File: config.mk
export PLATFORM = sky130hd
export DESIGN_NAME = command_frame_receiver
export DESIGN_NICKNAME = d
export VERILOG_FILES = /design/src/rtl/core/cfr_pkg.sv /design/src/rtl/core/cfr_csr.sv /design/src/rtl/core/cfr_engine.sv /design/src/rtl/core/command_frame_receiver.sv
export SDC_FILE = /design/constraint.sdc
export NUM_CORES = 1
export LEC_CHECK = 0
export BUFFER_PORTS_ARGS = -buffer_cell sky130_fd_sc_hd__buf_2
export CAP_MARGIN = 5
export CORE_AREA = 3 3 86 170
export DETAILED_ROUTE_END_ITERATION = 8
export DIE_AREA = 0 0 89 173
export HOLD_SLACK_MARGIN = 0.02
export MAX_ROUTING_LAYER = met4
export PLACE_DENSITY_LB_ADDON = 0.25
export SYNTH_ARGS = -nofsm -noshare
export SYNTH_HDL_FRONTEND = slang
export SYNTH_HIERARCHICAL = 1
export SYNTH_SLANG_ARGS = --single-unit
export TNS_END_PERCENT = 1
File: constraint.sdc
create_clock -name clock -period 7.13 [get_ports clock]
set_input_delay 0 -clock clock [delete_from_list [all_inputs] [get_ports clock]]
set_output_delay 0 -clock clock [all_outputs]
set_load 0.01 [all_outputs]
File: src/rtl/core/cfr_pkg.sv
// Package for the command frame receiver: frame constants, receive phase,
// action and result codes, and the structs passed between the modules.
// Depends on nothing.
`timescale 1ns / 1ps

package cfr_pkg;

   // Payload bytes at this index and above are counted but not reported.
   localparam logic [7:0] PAYLOAD_CAPACITY = 8'd128;

   localparam logic [7:0] PREAMBLE_BYTE = 8'hAA;
   localparam int         HAS_PAYLOAD_BIT = 7;

   // Configuration register indexes (byte address is four times the index).
   localparam int          CSR_ADDR_WIDTH = 4;
   localparam logic [1:0]  REG_CHECKSUM_ENABLE = 2'd0;
   localparam logic [1:0]  REG_CHECKSUM_SEED = 2'd1;
   localparam logic [1:0]  REG_TIMEOUT_TICKS = 2'd2;

   localparam logic [15:0] TIMEOUT_TICKS_RESET = 16'd1000;

   typedef enum logic [2:0] {
      PH_WAIT = 3'd0,
      PH_ID   = 3'd1,
      PH_LEN  = 3'd2,
      PH_DATA = 3'd3,
      PH_SUM  = 3'd4
   } phase_type;

   typedef enum logic [1:0] {
      ACT_BYTE  = 2'd0,
      ACT_TICK  = 2'd1,
      ACT_FLUSH = 2'd2
   } action_type;

   typedef enum logic [2:0] {
      KIND_PAYLOAD   = 3'd0,
      KIND_FRAME_OK  = 3'd1,
      KIND_CHECKSUM  = 3'd2,
      KIND_FRAME_OVF = 3'd3,
      KIND_TIMEOUT   = 3'd4,
      KIND_INPUT_OVF = 3'd5
   } kind_type;

   typedef struct packed {
      logic        checksum_enable;
      logic [7:0]  checksum_seed;
      logic [15:0] timeout_ticks;
   } cfg_type;

   typedef struct packed {
      logic       valid;
      kind_type   kind;
      logic [6:0] command_id;
      logic [7:0] payload_length;
      logic [7:0] byte_index;
      logic [7:0] data_byte;
   } result_type;

endpackage

File: src/rtl/core/cfr_csr.sv
// Configuration registers of the command frame receiver behind an APB-style port.
// Depends on cfr_pkg for the register indexes and the configuration struct.
`timescale 1ns / 1ps

module cfr_csr
   import cfr_pkg::*;
(
   input  logic                      clock,
   input  logic                      reset,
   input  logic                      csr_psel,
   input  logic                      csr_penable,
   input  logic                      csr_pwrite,
   input  logic [CSR_ADDR_WIDTH-1:0] csr_paddr,
   input  logic [31:0]               csr_pwdata,
   output logic [31:0]               csr_prdata,
   output logic                      csr_pready,
   output cfg_type                   cfg
);

   cfg_type    cfg_ff;
   cfg_type    cfg_in;
   logic       write_en;
   logic [1:0] reg_index;

   assign csr_pready = 1'b1;
   assign reg_index  = csr_paddr[3:2];
   assign write_en   = csr_psel & csr_penable & csr_pwrite & csr_pready;

   always_comb begin
      cfg_in = cfg_ff;
      if (write_en) begin
         case (reg_index)
            REG_CHECKSUM_ENABLE: cfg_in.checksum_enable = csr_pwdata[0];
            REG_CHECKSUM_SEED:   cfg_in.checksum_seed   = csr_pwdata[7:0];
            REG_TIMEOUT_TICKS:   cfg_in.timeout_ticks   = csr_pwdata[15:0];
            default:             cfg_in = cfg_ff;
         endcase
      end
   end

   always_comb begin
      case (reg_index)
         REG_CHECKSUM_ENABLE: csr_prdata = {31'd0, cfg_ff.checksum_enable};
         REG_CHECKSUM_SEED:   csr_prdata = {24'd0, cfg_ff.checksum_seed};
         REG_TIMEOUT_TICKS:   csr_prdata = {16'd0, cfg_ff.timeout_ticks};
         default:             csr_prdata = 32'd0;
      endcase
   end

   always_ff @(posedge clock) begin
      if (reset) begin
         cfg_ff.checksum_enable <= 1'b0;
         cfg_ff.checksum_seed   <= 8'd0;
         cfg_ff.timeout_ticks   <= TIMEOUT_TICKS_RESET;
      end else begin
         cfg_ff <= cfg_in;
      end
   end

   assign cfg = cfg_ff;

endmodule

File: src/rtl/core/cfr_engine.sv
// Frame state of the command frame receiver: phase, frame fields, running sum
// and inactivity countdown, advanced once per request. Depends on cfr_pkg.
`timescale 1ns / 1ps

module cfr_engine
   import cfr_pkg::*;
(
   input  logic       clock,
   input  logic       reset,
   input  logic       step,
   input  logic [1:0] action,
   input  logic [7:0] rx_byte,
   input  cfg_type    cfg,
   output result_type result
);

   phase_type   phase_ff, phase_in;
   logic [6:0]  frame_id_ff, frame_id_in;
   logic [7:0]  frame_length_ff, frame_length_in;
   logic [7:0]  bytes_received_ff, bytes_received_in;
   logic        overflowed_ff, overflowed_in;
   logic [7:0]  running_sum_ff, running_sum_in;
   logic [15:0] idle_countdown_ff, idle_countdown_in;

   logic [7:0]  next_count;
   logic        over_capacity;
   logic        has_payload;

   assign next_count    = bytes_received_ff + 8'd1;
   assign over_capacity = (bytes_received_ff >= PAYLOAD_CAPACITY);
   assign has_payload   = rx_byte[HAS_PAYLOAD_BIT];

   // Next phase.
   always_comb begin
      phase_in = phase_ff;
      case (action_type'(action))
         ACT_TICK: begin
            if (idle_countdown_ff == 16'd1) begin
               phase_in = PH_WAIT;
            end
         end
         ACT_FLUSH: phase_in = PH_WAIT;
         ACT_BYTE: begin
            case (phase_ff)
               PH_ID:   phase_in = has_payload ? PH_LEN : PH_SUM;
               PH_LEN:  phase_in = (rx_byte == 8'd0) ? PH_SUM : PH_DATA;
               PH_DATA: begin
                  if (next_count == frame_length_ff) begin
                     phase_in = PH_SUM;
                  end
               end
               PH_SUM:  phase_in = PH_WAIT;
               default: phase_in = (rx_byte == PREAMBLE_BYTE) ? PH_ID : PH_WAIT;
            endcase
         end
         default: phase_in = phase_ff;
      endcase
   end

   // Frame fields, counters and the result.
   always_comb begin
      frame_id_in       = frame_id_ff;
      frame_length_in   = frame_length_ff;
      bytes_received_in = bytes_received_ff;
      overflowed_in     = overflowed_ff;
      running_sum_in    = running_sum_ff;
      idle_countdown_in = idle_countdown_ff;
      result            = '0;
      result.kind       = KIND_PAYLOAD;

      case (action_type'(action))
         ACT_TICK: begin
            if (idle_countdown_ff != 16'd0) begin
               idle_countdown_in = idle_countdown_ff - 16'd1;
               if (idle_countdown_ff == 16'd1) begin
                  overflowed_in = 1'b0;
                  result.valid  = 1'b1;
                  result.kind   = KIND_TIMEOUT;
               end
            end
         end
         ACT_FLUSH: begin
            overflowed_in     = 1'b0;
            bytes_received_in = 8'd0;
            idle_countdown_in = 16'd0;
            result.valid      = 1'b1;
            result.kind       = KIND_INPUT_OVF;
         end
         ACT_BYTE: begin
            case (phase_ff)
               PH_ID: begin
                  running_sum_in    = running_sum_ff + rx_byte;
                  idle_countdown_in = cfg.timeout_ticks;
                  frame_id_in       = rx_byte[6:0];
               end
               PH_LEN: begin
                  running_sum_in    = running_sum_ff + rx_byte;
                  idle_countdown_in = cfg.timeout_ticks;
                  frame_length_in   = rx_byte;
               end
               PH_DATA: begin
                  idle_countdown_in = cfg.timeout_ticks;
                  bytes_received_in = next_count;
                  if (over_capacity) begin
                     overflowed_in = 1'b1;
                  end else begin
                     running_sum_in    = running_sum_ff + rx_byte;
                     result.valid      = 1'b1;
                     result.kind       = KIND_PAYLOAD;
                     result.byte_index = bytes_received_ff;
                     result.data_byte  = rx_byte;
                  end
               end
               PH_SUM: begin
                  idle_countdown_in = 16'd0;
                  result.valid      = 1'b1;
                  if (overflowed_ff) begin
                     overflowed_in = 1'b0;
                     result.kind   = KIND_FRAME_OVF;
                  end else if (cfg.checksum_enable && (running_sum_ff != rx_byte)) begin
                     result.kind = KIND_CHECKSUM;
                  end else begin
                     result.kind = KIND_FRAME_OK;
                  end
               end
               default: begin
                  idle_countdown_in = 16'd0;
                  if (rx_byte == PREAMBLE_BYTE) begin
                     frame_length_in   = 8'd0;
                     bytes_received_in = 8'd0;
                     overflowed_in     = 1'b0;
                     running_sum_in    = cfg.checksum_seed + PREAMBLE_BYTE;
                     idle_countdown_in = cfg.timeout_ticks;
                  end
               end
            endcase
         end
         default: result.valid = 1'b0;
      endcase

      // Identifier and length are reported as they stand after this request.
      result.command_id     = frame_id_in;
      result.payload_length = frame_length_in;
   end

   always_ff @(posedge clock) begin
      if (reset) begin
         phase_ff          <= PH_WAIT;
         frame_id_ff       <= 7'd0;
         frame_length_ff   <= 8'd0;
         bytes_received_ff <= 8'd0;
         overflowed_ff     <= 1'b0;
         running_sum_ff    <= 8'd0;
         idle_countdown_ff <= 16'd0;
      end else if (step) begin
         phase_ff          <= phase_in;
         frame_id_ff       <= frame_id_in;
         frame_length_ff   <= frame_length_in;
         bytes_received_ff <= bytes_received_in;
         overflowed_ff     <= overflowed_in;
         running_sum_ff    <= running_sum_in;
         idle_countdown_ff <= idle_countdown_in;
      end
   end

endmodule

File: src/rtl/core/command_frame_receiver.sv
// Command frame receiver: a request is taken into the input register; when the output
// slot is free, its result (if any) is registered in the output register.
// Throughput is one request per cycle; only a stalled result holds back the input.
// Reset is synchronous: configuration returns to its defaults (timeout of 1000
// ticks, checksum off, seed zero) and the receiver hunts for a preamble.
`timescale 1ns / 1ps

module command_frame_receiver
   import cfr_pkg::*;
(
   input  logic                      clock,
   input  logic                      reset,

   input  logic                      req_valid,
   output logic                      req_stall,
   input  logic [1:0]                req_action,
   input  logic [7:0]                req_rx_byte,

   output logic                      rsp_valid,
   input  logic                      rsp_stall,
   output logic [2:0]                rsp_kind,
   output logic [6:0]                rsp_command_id,
   output logic [7:0]                rsp_payload_length,
   output logic [7:0]                rsp_byte_index,
   output logic [7:0]                rsp_data_byte,

   input  logic                      csr_psel,
   input  logic                      csr_penable,
   input  logic                      csr_pwrite,
   input  logic [CSR_ADDR_WIDTH-1:0] csr_paddr,
   input  logic [31:0]               csr_pwdata,
   output logic [31:0]               csr_prdata,
   output logic                      csr_pready
);

   cfg_type    cfg;
   result_type result;

   // Input register: holds one request until the frame logic has consumed it.
   logic       in_valid_ff, in_valid_in;
   logic [1:0] in_action_ff;
   logic [7:0] in_byte_ff;

   // Output register: holds one result until the receiver takes it.
   logic       out_valid_ff, out_valid_in;
   logic [2:0] out_kind_ff;
   logic [6:0] out_command_id_ff;
   logic [7:0] out_payload_length_ff;
   logic [7:0] out_byte_index_ff;
   logic [7:0] out_data_byte_ff;

   logic       out_free;
   logic       step;
   logic       in_load;

   // The frame logic steps when the output slot is empty or is emptied in this
   // cycle, so a request is only processed when its result has somewhere to go.
   assign out_free  = !out_valid_ff || !rsp_stall;
   assign step      = in_valid_ff && out_free;
   assign req_stall = in_valid_ff && !out_free;
   assign in_load   = req_valid && !req_stall;

   cfr_csr u_csr (
      .clock       (clock),
      .reset       (reset),
      .csr_psel    (csr_psel),
      .csr_penable (csr_penable),
      .csr_pwrite  (csr_pwrite),
      .csr_paddr   (csr_paddr),
      .csr_pwdata  (csr_pwdata),
      .csr_prdata  (csr_prdata),
      .csr_pready  (csr_pready),
      .cfg         (cfg)
   );

   cfr_engine u_engine (
      .clock   (clock),
      .reset   (reset),
      .step    (step),
      .action  (in_action_ff),
      .rx_byte (in_byte_ff),
      .cfg     (cfg),
      .result  (result)
   );

   // The input register empties when it steps and refills from the port.
   assign in_valid_in = in_load || (in_valid_ff && !step);

   // A result that has been taken is replaced by the next one, if any; a
   // request that yields nothing leaves the output slot empty.
   always_comb begin
      if (step) begin
         out_valid_in = result.valid;
      end else begin
         out_valid_in = out_valid_ff && rsp_stall;
      end
   end

   always_ff @(posedge clock) begin
      if (reset) begin
         in_valid_ff  <= 1'b0;
         out_valid_ff <= 1'b0;
      end else begin
         in_valid_ff  <= in_valid_in;
         out_valid_ff <= out_valid_in;
      end
   end

   always_ff @(posedge clock) begin
      if (in_load) begin
         in_action_ff <= req_action;
         in_byte_ff   <= req_rx_byte;
      end
   end

   always_ff @(posedge clock) begin
      if (step && result.valid) begin
         out_kind_ff           <= 3'(result.kind);
         out_command_id_ff     <= result.command_id;
         out_payload_length_ff <= result.payload_length;
         out_byte_index_ff     <= result.byte_index;
         out_data_byte_ff      <= result.data_byte;
      end
   end

   assign rsp_valid          = out_valid_ff;
   assign rsp_kind           = out_kind_ff;
   assign rsp_command_id     = out_command_id_ff;
   assign rsp_payload_length = out_payload_length_ff;
   assign rsp_byte_index     = out_byte_index_ff;
   assign rsp_data_byte      = out_data_byte_ff;

endmodule
==> flow_summary_export.csv, run 1 <==
group,metric,value,unit
worst_setup_path,critPathArrivalTime,3.93,ns
clocking,tritoncts,"built",
die,row_count,60,
pwr,swShare,25.3,%
yosys,flop_and_latch_count_out_of_synthesis,122,
timing,worst_clock_skew,0.00901,ns
yosys,synth_edf_count,44,
yosys,post_synth_fa_ha_maj_area_fraction,3.18,%
worst_setup_path,crit_top_cell,"sky130_fd_sc_hd__nor2_1",
placed_design,place.port_buffers,86,
route,wl,16.5,mm
route,post-route-drc-count,0,
global_routing,grt_pass1_vias,5410,
final_layout,register_area,0.00288,mm²
pwr,power_frac_seq,42.5,%
route,routed_via_density,5.75,
min_path,min_path_type,"in -> reg",
global_routing,grt_util_met2,41.8,%
timing,fin_worst_hold_slack,0.301,ns
timing,slew_headroom,22.1,%
placed_design,dp.cells,874,
die,floorplan.die_area,0.0154,mm²
die,chipHeight,173,µm
clocking,cts.repair_timing.setup_buffer_count,0,
die,io_pins,122,
final_layout,nNetsFinal,844,
yosys,synth_warnings,6,
timing,fin_max_slew_vios,0,
worst_setup_path,path_cells,"nor2_1, nand3_1, nor2_1, or3b_2, nand2_1, a21oi_4",
timing,fmax,257,MHz
clocking,cts.htree.levels,4,
clocking,ctsLongestPathBuffers,2,
final_layout,mostFrequentLayoutCells,"sky130_fd_sc_hd__buf_2, sky130_fd_sc_hd__dfxtp_1, sky130_fd_sc_hd__nor2_1, sky130_fd_sc_hd__edfxtp_1, sky130_fd_sc_hd__dlygate4sd3_1",
die,placeableCoreArea,0.0134,mm²
flow_run,maxCapViolCount,0,
global_routing,met1_demand_to_capacity_share_in_global_routing,21.6,%
global_routing,globalRouteMet3Util,4.58,%
final_layout,largest_register_ff_count,25,
timing,final_min_period_over_clock_period,54.6,%
worst_setup_path,critPathLaunchType,"flip-flop",
global_routing,grt_start_max_net_pins,102,
yosys,synth_compound_area_share,15.3,%
final_layout,finish.instance_area,0.00781,mm²
placed_design,placement.cell_area,0.00683,mm²
global_routing,grt_antenna_before_repair,0,
yosys,synth_sequential_area_ratio,45.0,%
yosys,post_synth_instance_area,0.00641,mm²
route,drt.antenna.violating_nets,0,
final_layout,layout-drive-gt1-share,18.5,%
yosys,synth.lib_cells_used.distinct,76,
clocking,numCtsBuffers,17,
timing,min_period,3.89,ns
yosys,netlist_instances,668,
worst_setup_path,critPathKind,"reg -> reg",
die,initial_utilization,47.7,%
route,routed_wire_length_per_instance,17.5,µm
die,die_width,89,µm
placed_design,dp_hpwl,11.3,mm
final_layout,multiInputGateArea,0.00321,mm²
route,vias,5434,
final_layout,final_core_util,58.1,%
placed_design,placement.setup.worst_slack,3.27,ns
timing,worst-slew-pin-transition,1.16,ns
timing,worst_slack,3.24,ns
global_routing,grt_util_all_layers,22.6,%
pwr,internal_portion_of_total_power,1.33,mW
pwr,total_switching_power,450,µW
route,drt_first_pass_iters,5,
timing,grt_setup_unrepaired,"no",
worst_setup_path,end_kind,"flip-flop",
placed_design,routabilityCongestion,0.835,
worst_setup_path,critical_path.max_fanout,34,
yosys,synth-xor-area-share,3.28,%
timing,finalSetupViolations,0,
pwr,total_leakage_power,3.08,nW
clocking,clock_sink_count,122,
yosys,synthFlopType,"sky130_fd_sc_hd__dfxtp_1",
clocking,root_buffer,"sky130_fd_sc_hd__clkbuf_16",
route,drt_iter0_markers,325,
clocking,clk_pin_slew,0.06,ns
final_layout,instances_no_fill,945,
yosys,proportion_of_synthesized_area_in_mux_cells,5.76,%
outcome,status,"complete, no violations",
worst_setup_path,slowest_stage,"sky130_fd_sc_hd__a21oi_4",
worst_setup_path,max_stage_delay,0.82,ns
global_routing,grt_overflow_total,0,
yosys,avgSynthCellArea,9.60,µm²
pwr,power.density_cell_area,228,mW/mm²
pwr,design_power_total,1.78,mW
final_layout,fill_cells,1163,
global_routing,first_pass_grt_wire_length,26.5,mm
pwr,comb_power_share,9.3,%
clocking,worst_skew_pair.late_latency,0.42,ns
final_layout,synthToLayoutAreaGrowth,21.8,%
pwr,irDropWorstVdd,0.000170,V
timing,timing.final.hold_violations,0,
worst_setup_path,worst-endpoint-required,7.17,ns
final_layout,num_antenna_cells,0,
pwr,clock_power_share,48.2,%
timing,tns,0,ns
yosys,synth-simple-area-share,21.4,%
global_routing,top_usage_layer,"met2",
yosys,synth_top_family_by_area,"simple AND/OR/NAND/NOR gates",
yosys,asyncSetResetFlopFracSynth,0,%
final_layout,mostFrequentLayoutCell,"sky130_fd_sc_hd__buf_2",
## what timing repair did
action,4_1_cts,5_1_grt
resized for setup,0,0
endpoints found under the hold margin,37,0
hold buffers,39,0
## logic make-up after synthesis
logic type	Yosys count
AOI/OAI and AO/OA	140
DFF	122
and+or+nand+nor	251
adders and majority gates	16
xor gates and xnor gates	24
muxes	36
other	3
buffers and inverters	76
## cells in the mapped netlist, types with 16 or more instances
master                     instances  area, µm²
sky130_fd_sc_hd__buf_4            20        150
sky130_fd_sc_hd__xnor2_1          16        140
sky130_fd_sc_hd__and2_1           24        150
sky130_fd_sc_hd__inv_1            22       82.6
sky130_fd_sc_hd__o21ai_0          23        115
sky130_fd_sc_hd__dfxtp_1          78       1560
sky130_fd_sc_hd__a21oi_1          29        145
sky130_fd_sc_hd__edfxtp_1         44       1320
sky130_fd_sc_hd__nand2_1          22       82.6
sky130_fd_sc_hd__nor2_1           74        278
sky130_fd_sc_hd__mux2i_1          29        290
sky130_fd_sc_hd__clkbuf_1         29        109
sky130_fd_sc_hd__nor3_1           23        115
sky130_fd_sc_hd__nand2b_1         38        238
## layout make-up
| cell class | count | area share [%] |
|---|---|---|
| Tap cell | 155 | 2.48 |
| Timing Repair Buffer | 128 | 10.8 |
| Inverter | 23 | 1.11 |
| Sequential cell | 122 | 36.9 |
| Multi-Input combinational cell | 485 | 41.1 |
| Clock inverter | 15 | 2.15 |
| Clock buffer | 17 | 5.45 |
## power by group through the flow
stage / combinational, mW / clock [mW] / sequential, mW
after floorplan: 0.114 / 0 / 0.764
after global placement: 0.141 / 0 / 0.770
after detailed placement: 0.146 / 0 / 0.771
after CTS: 0.162 / 0.865 / 0.756
after global routing: 0.180 / 0.896 / 0.758
final: 0.165 / 0.858 / 0.756
## worst max-delay path, delay by kind of cell, from the launching register on
family | cells | cell delay [ns]
DFF | 1 | 0.77
and+or+nand+nor | 5 | 1.89
AOI/OAI and AO/OA | 1 | 0.82
## layer usage
layer	up-vias	wire length [µm]	share of wire, %
met5	-	0	0
met4	0	631	3.8
met1	2608	5880	36
met2	188	9380	57
li1	2591	-	-
met3	47	634	3.8
## worst paths after layout
kind / startpoint / endpoint / slack [ns] / depth (start not counted)
worst max register to register: in_action_ff[0] / rsp_command_id[0] / 3.24 / 6
worst max-delay path: in_action_ff[0] / rsp_command_id[0] / 3.24 / 6
worst min register to register: u_engine/frame_id_ff[4] / u_engine/frame_id_ff[4] / 0.48 / 2
worst min-delay path: req_rx_byte[0] / in_byte_ff[0] / 0.30 / 2
Power figures use the tool's default switching activity.
==> run 2: changes to the inputs <==
clock period = 3.52 ns   (was 7.13 ns; I/O delays follow)
==> run 2 against run 1 <==
Effect of this change: first-iteration DRC count decreased by 11%; setup slack got worse by 2.6 ns; sequential power increased by 100%; count of clock-buffer cells in the layout is the same; global-route usage increased by 0.35 points; core utilization up 0.71 points; routed wire length barely moved; total power up 110%; sequential cell count is the same; hold slack worse by 0.053 ns; critical path depth is the same; critical endpoint is now u_engine/bytes_received_ff[6]; largest cell class unchanged.
==> flow_summary_export.csv, run 2 (synthesized netlist as in run 1, its figures left out) <==
group,metric,value,unit
outcome,status,"complete, no violations",
timing,worst_clock_skew,0.00852,ns
final_layout,num_antenna_cells,0,
die,die_width,89,µm
timing,fmax,345,MHz
die,io_pins,122,
worst_setup_path,end_kind,"flip-flop",
clocking,worst_skew_pair.late_latency,0.42,ns
worst_setup_path,critPathLaunchType,"flip-flop",
worst_setup_path,worst-endpoint-required,3.85,ns
timing,final_min_period_over_clock_period,82.3,%
route,drt_iter0_markers,290,
die,floorplan.die_area,0.0154,mm²
global_routing,grt_util_all_layers,23.0,%
worst_setup_path,critPathArrivalTime,3.23,ns
timing,grt_setup_unrepaired,"no",
pwr,total_leakage_power,3.14,nW
placed_design,dp_hpwl,11.7,mm
placed_design,routabilityCongestion,0.870,
global_routing,grt_start_max_net_pins,57,
die,row_count,60,
clocking,clk_pin_slew,0.06,ns
route,drt.antenna.violating_nets,0,
route,vias,5540,
clocking,numCtsBuffers,17,
global_routing,grt_antenna_before_repair,0,
final_layout,mostFrequentLayoutCells,"sky130_fd_sc_hd__buf_2, sky130_fd_sc_hd__dfxtp_1, sky130_fd_sc_hd__nor2_1, sky130_fd_sc_hd__edfxtp_1",
clocking,tritoncts,"built",
pwr,power.density_cell_area,466,mW/mm²
route,routed_wire_length_per_instance,17.3,µm
flow_run,maxCapViolCount,0,
final_layout,largest_register_ff_count,25,
clocking,root_buffer,"sky130_fd_sc_hd__clkbuf_16",
clocking,clock_sink_count,122,
placed_design,place.port_buffers,86,
timing,worst-slew-pin-transition,1.11,ns
clocking,cts.htree.levels,4,
route,drt_first_pass_iters,5,
final_layout,nNetsFinal,854,
route,post-route-drc-count,0,
die,placeableCoreArea,0.0134,mm²
min_path,min_path_type,"in -> reg",
pwr,irDropWorstVdd,0.000344,V
timing,finalSetupViolations,0,
final_layout,mostFrequentLayoutCell,"sky130_fd_sc_hd__buf_2",
pwr,design_power_total,3.68,mW
global_routing,first_pass_grt_wire_length,27.1,mm
clocking,ctsLongestPathBuffers,2,
global_routing,grt_overflow_total,0,
die,chipHeight,173,µm
final_layout,layout-drive-gt1-share,19.5,%
timing,timing.final.hold_violations,0,
timing,min_period,2.90,ns
timing,slew_headroom,25.7,%
die,initial_utilization,47.7,%
global_routing,grt_pass1_vias,5578,
route,wl,16.5,mm
worst_setup_path,critical_path.max_fanout,11,
route,routed_via_density,5.80,
timing,fin_max_slew_vios,0,
worst_setup_path,critPathKind,"reg -> reg",
timing,tns,0,ns
final_layout,synthToLayoutAreaGrowth,23.3,%
[run 2: cell count changes in the layout (fill, tap and decap cells not counted), sizes merged]
cell and delta:
inv +1, clkinvlp -2, buf +11, bufinv +1, dlygate4sd3 -1
[run 2: power by group]
part	switching (mW)	total [mW]	internal [mW]
Clock	0.683	1.81	1.13
Combinational	0.193	0.348	0.156
Sequential	0.0328	1.53	1.49
[run 2: cell type report]
class / count / area (µm²)
Clock buffer: 17 / 425
Multi-Input combinational cell: 485 / 3210
Timing Repair Buffer: 138 / 916
Inverter: 23 / 86.3
Tap cell: 155 / 194
Sequential cell: 122 / 2880
Clock inverter: 15 / 190
Fill cell: 1153 / 5530
[run 2: worst paths after layout]
path | start | end | slack (ns) | cells past startpoint
worst max register to register | in_byte_ff[0] | u_engine/bytes_received_ff[6] | 0.62 | 6
worst min-delay path | reset | u_engine/bytes_received_ff[0] | 0.25 | 2
worst min register to register | u_engine/frame_id_ff[4] | u_engine/frame_id_ff[4] | 0.48 | 2
worst max-delay path | in_byte_ff[0] | u_engine/bytes_received_ff[6] | 0.62 | 6
[run 2: routing by layer]
layer,wire length [µm],global-route usage [%]
met1,5790,22.5
met5,0,-
met2,9290,41.2
met4,716,12.0
met3,722,4.20
[run 2: critical path, cell delays in order (launching register included)]
cell and delay, ns:
sky130_fd_sc_hd__edfxtp_1 0.51, sky130_fd_sc_hd__or4_4 0.62, sky130_fd_sc_hd__a211oi_1 0.42, sky130_fd_sc_hd__o21ai_1 0.33, sky130_fd_sc_hd__or2_2 0.39, sky130_fd_sc_hd__or4_1 0.41
sky130_fd_sc_hd__a21oi_1 0.15
[run 2: per-stage QoR]
step | area (µm²) | setup WS [ns] | hold slack (ns) | cells | util, %
2_1_floorplan | 6470 | 0.592 | 0.0624 | 683 | -
3_3_place_gp | 6910 | 0.658 | 0.178 | 885 | 51.4
3_5_place_dp | 6910 | 0.648 | 0.178 | 885 | 51.4
4_1_cts | 7910 | 0.648 | 0.229 | 955 | 58.8
5_1_grt | 7910 | 0.458 | 0.299 | 955 | 58.8
6_report | 7910 | 0.622 | 0.248 | 955 | 58.8
[run 2: what timing repair did]
| action | 4_1_cts | 5_1_grt |
|---|---|---|
| resized for setup | 0 | 0 |
| hold endpoints to repair | 37 | 0 |
| buffers inserted | 0 | 0 |
| hold buffers | 38 | 0 |
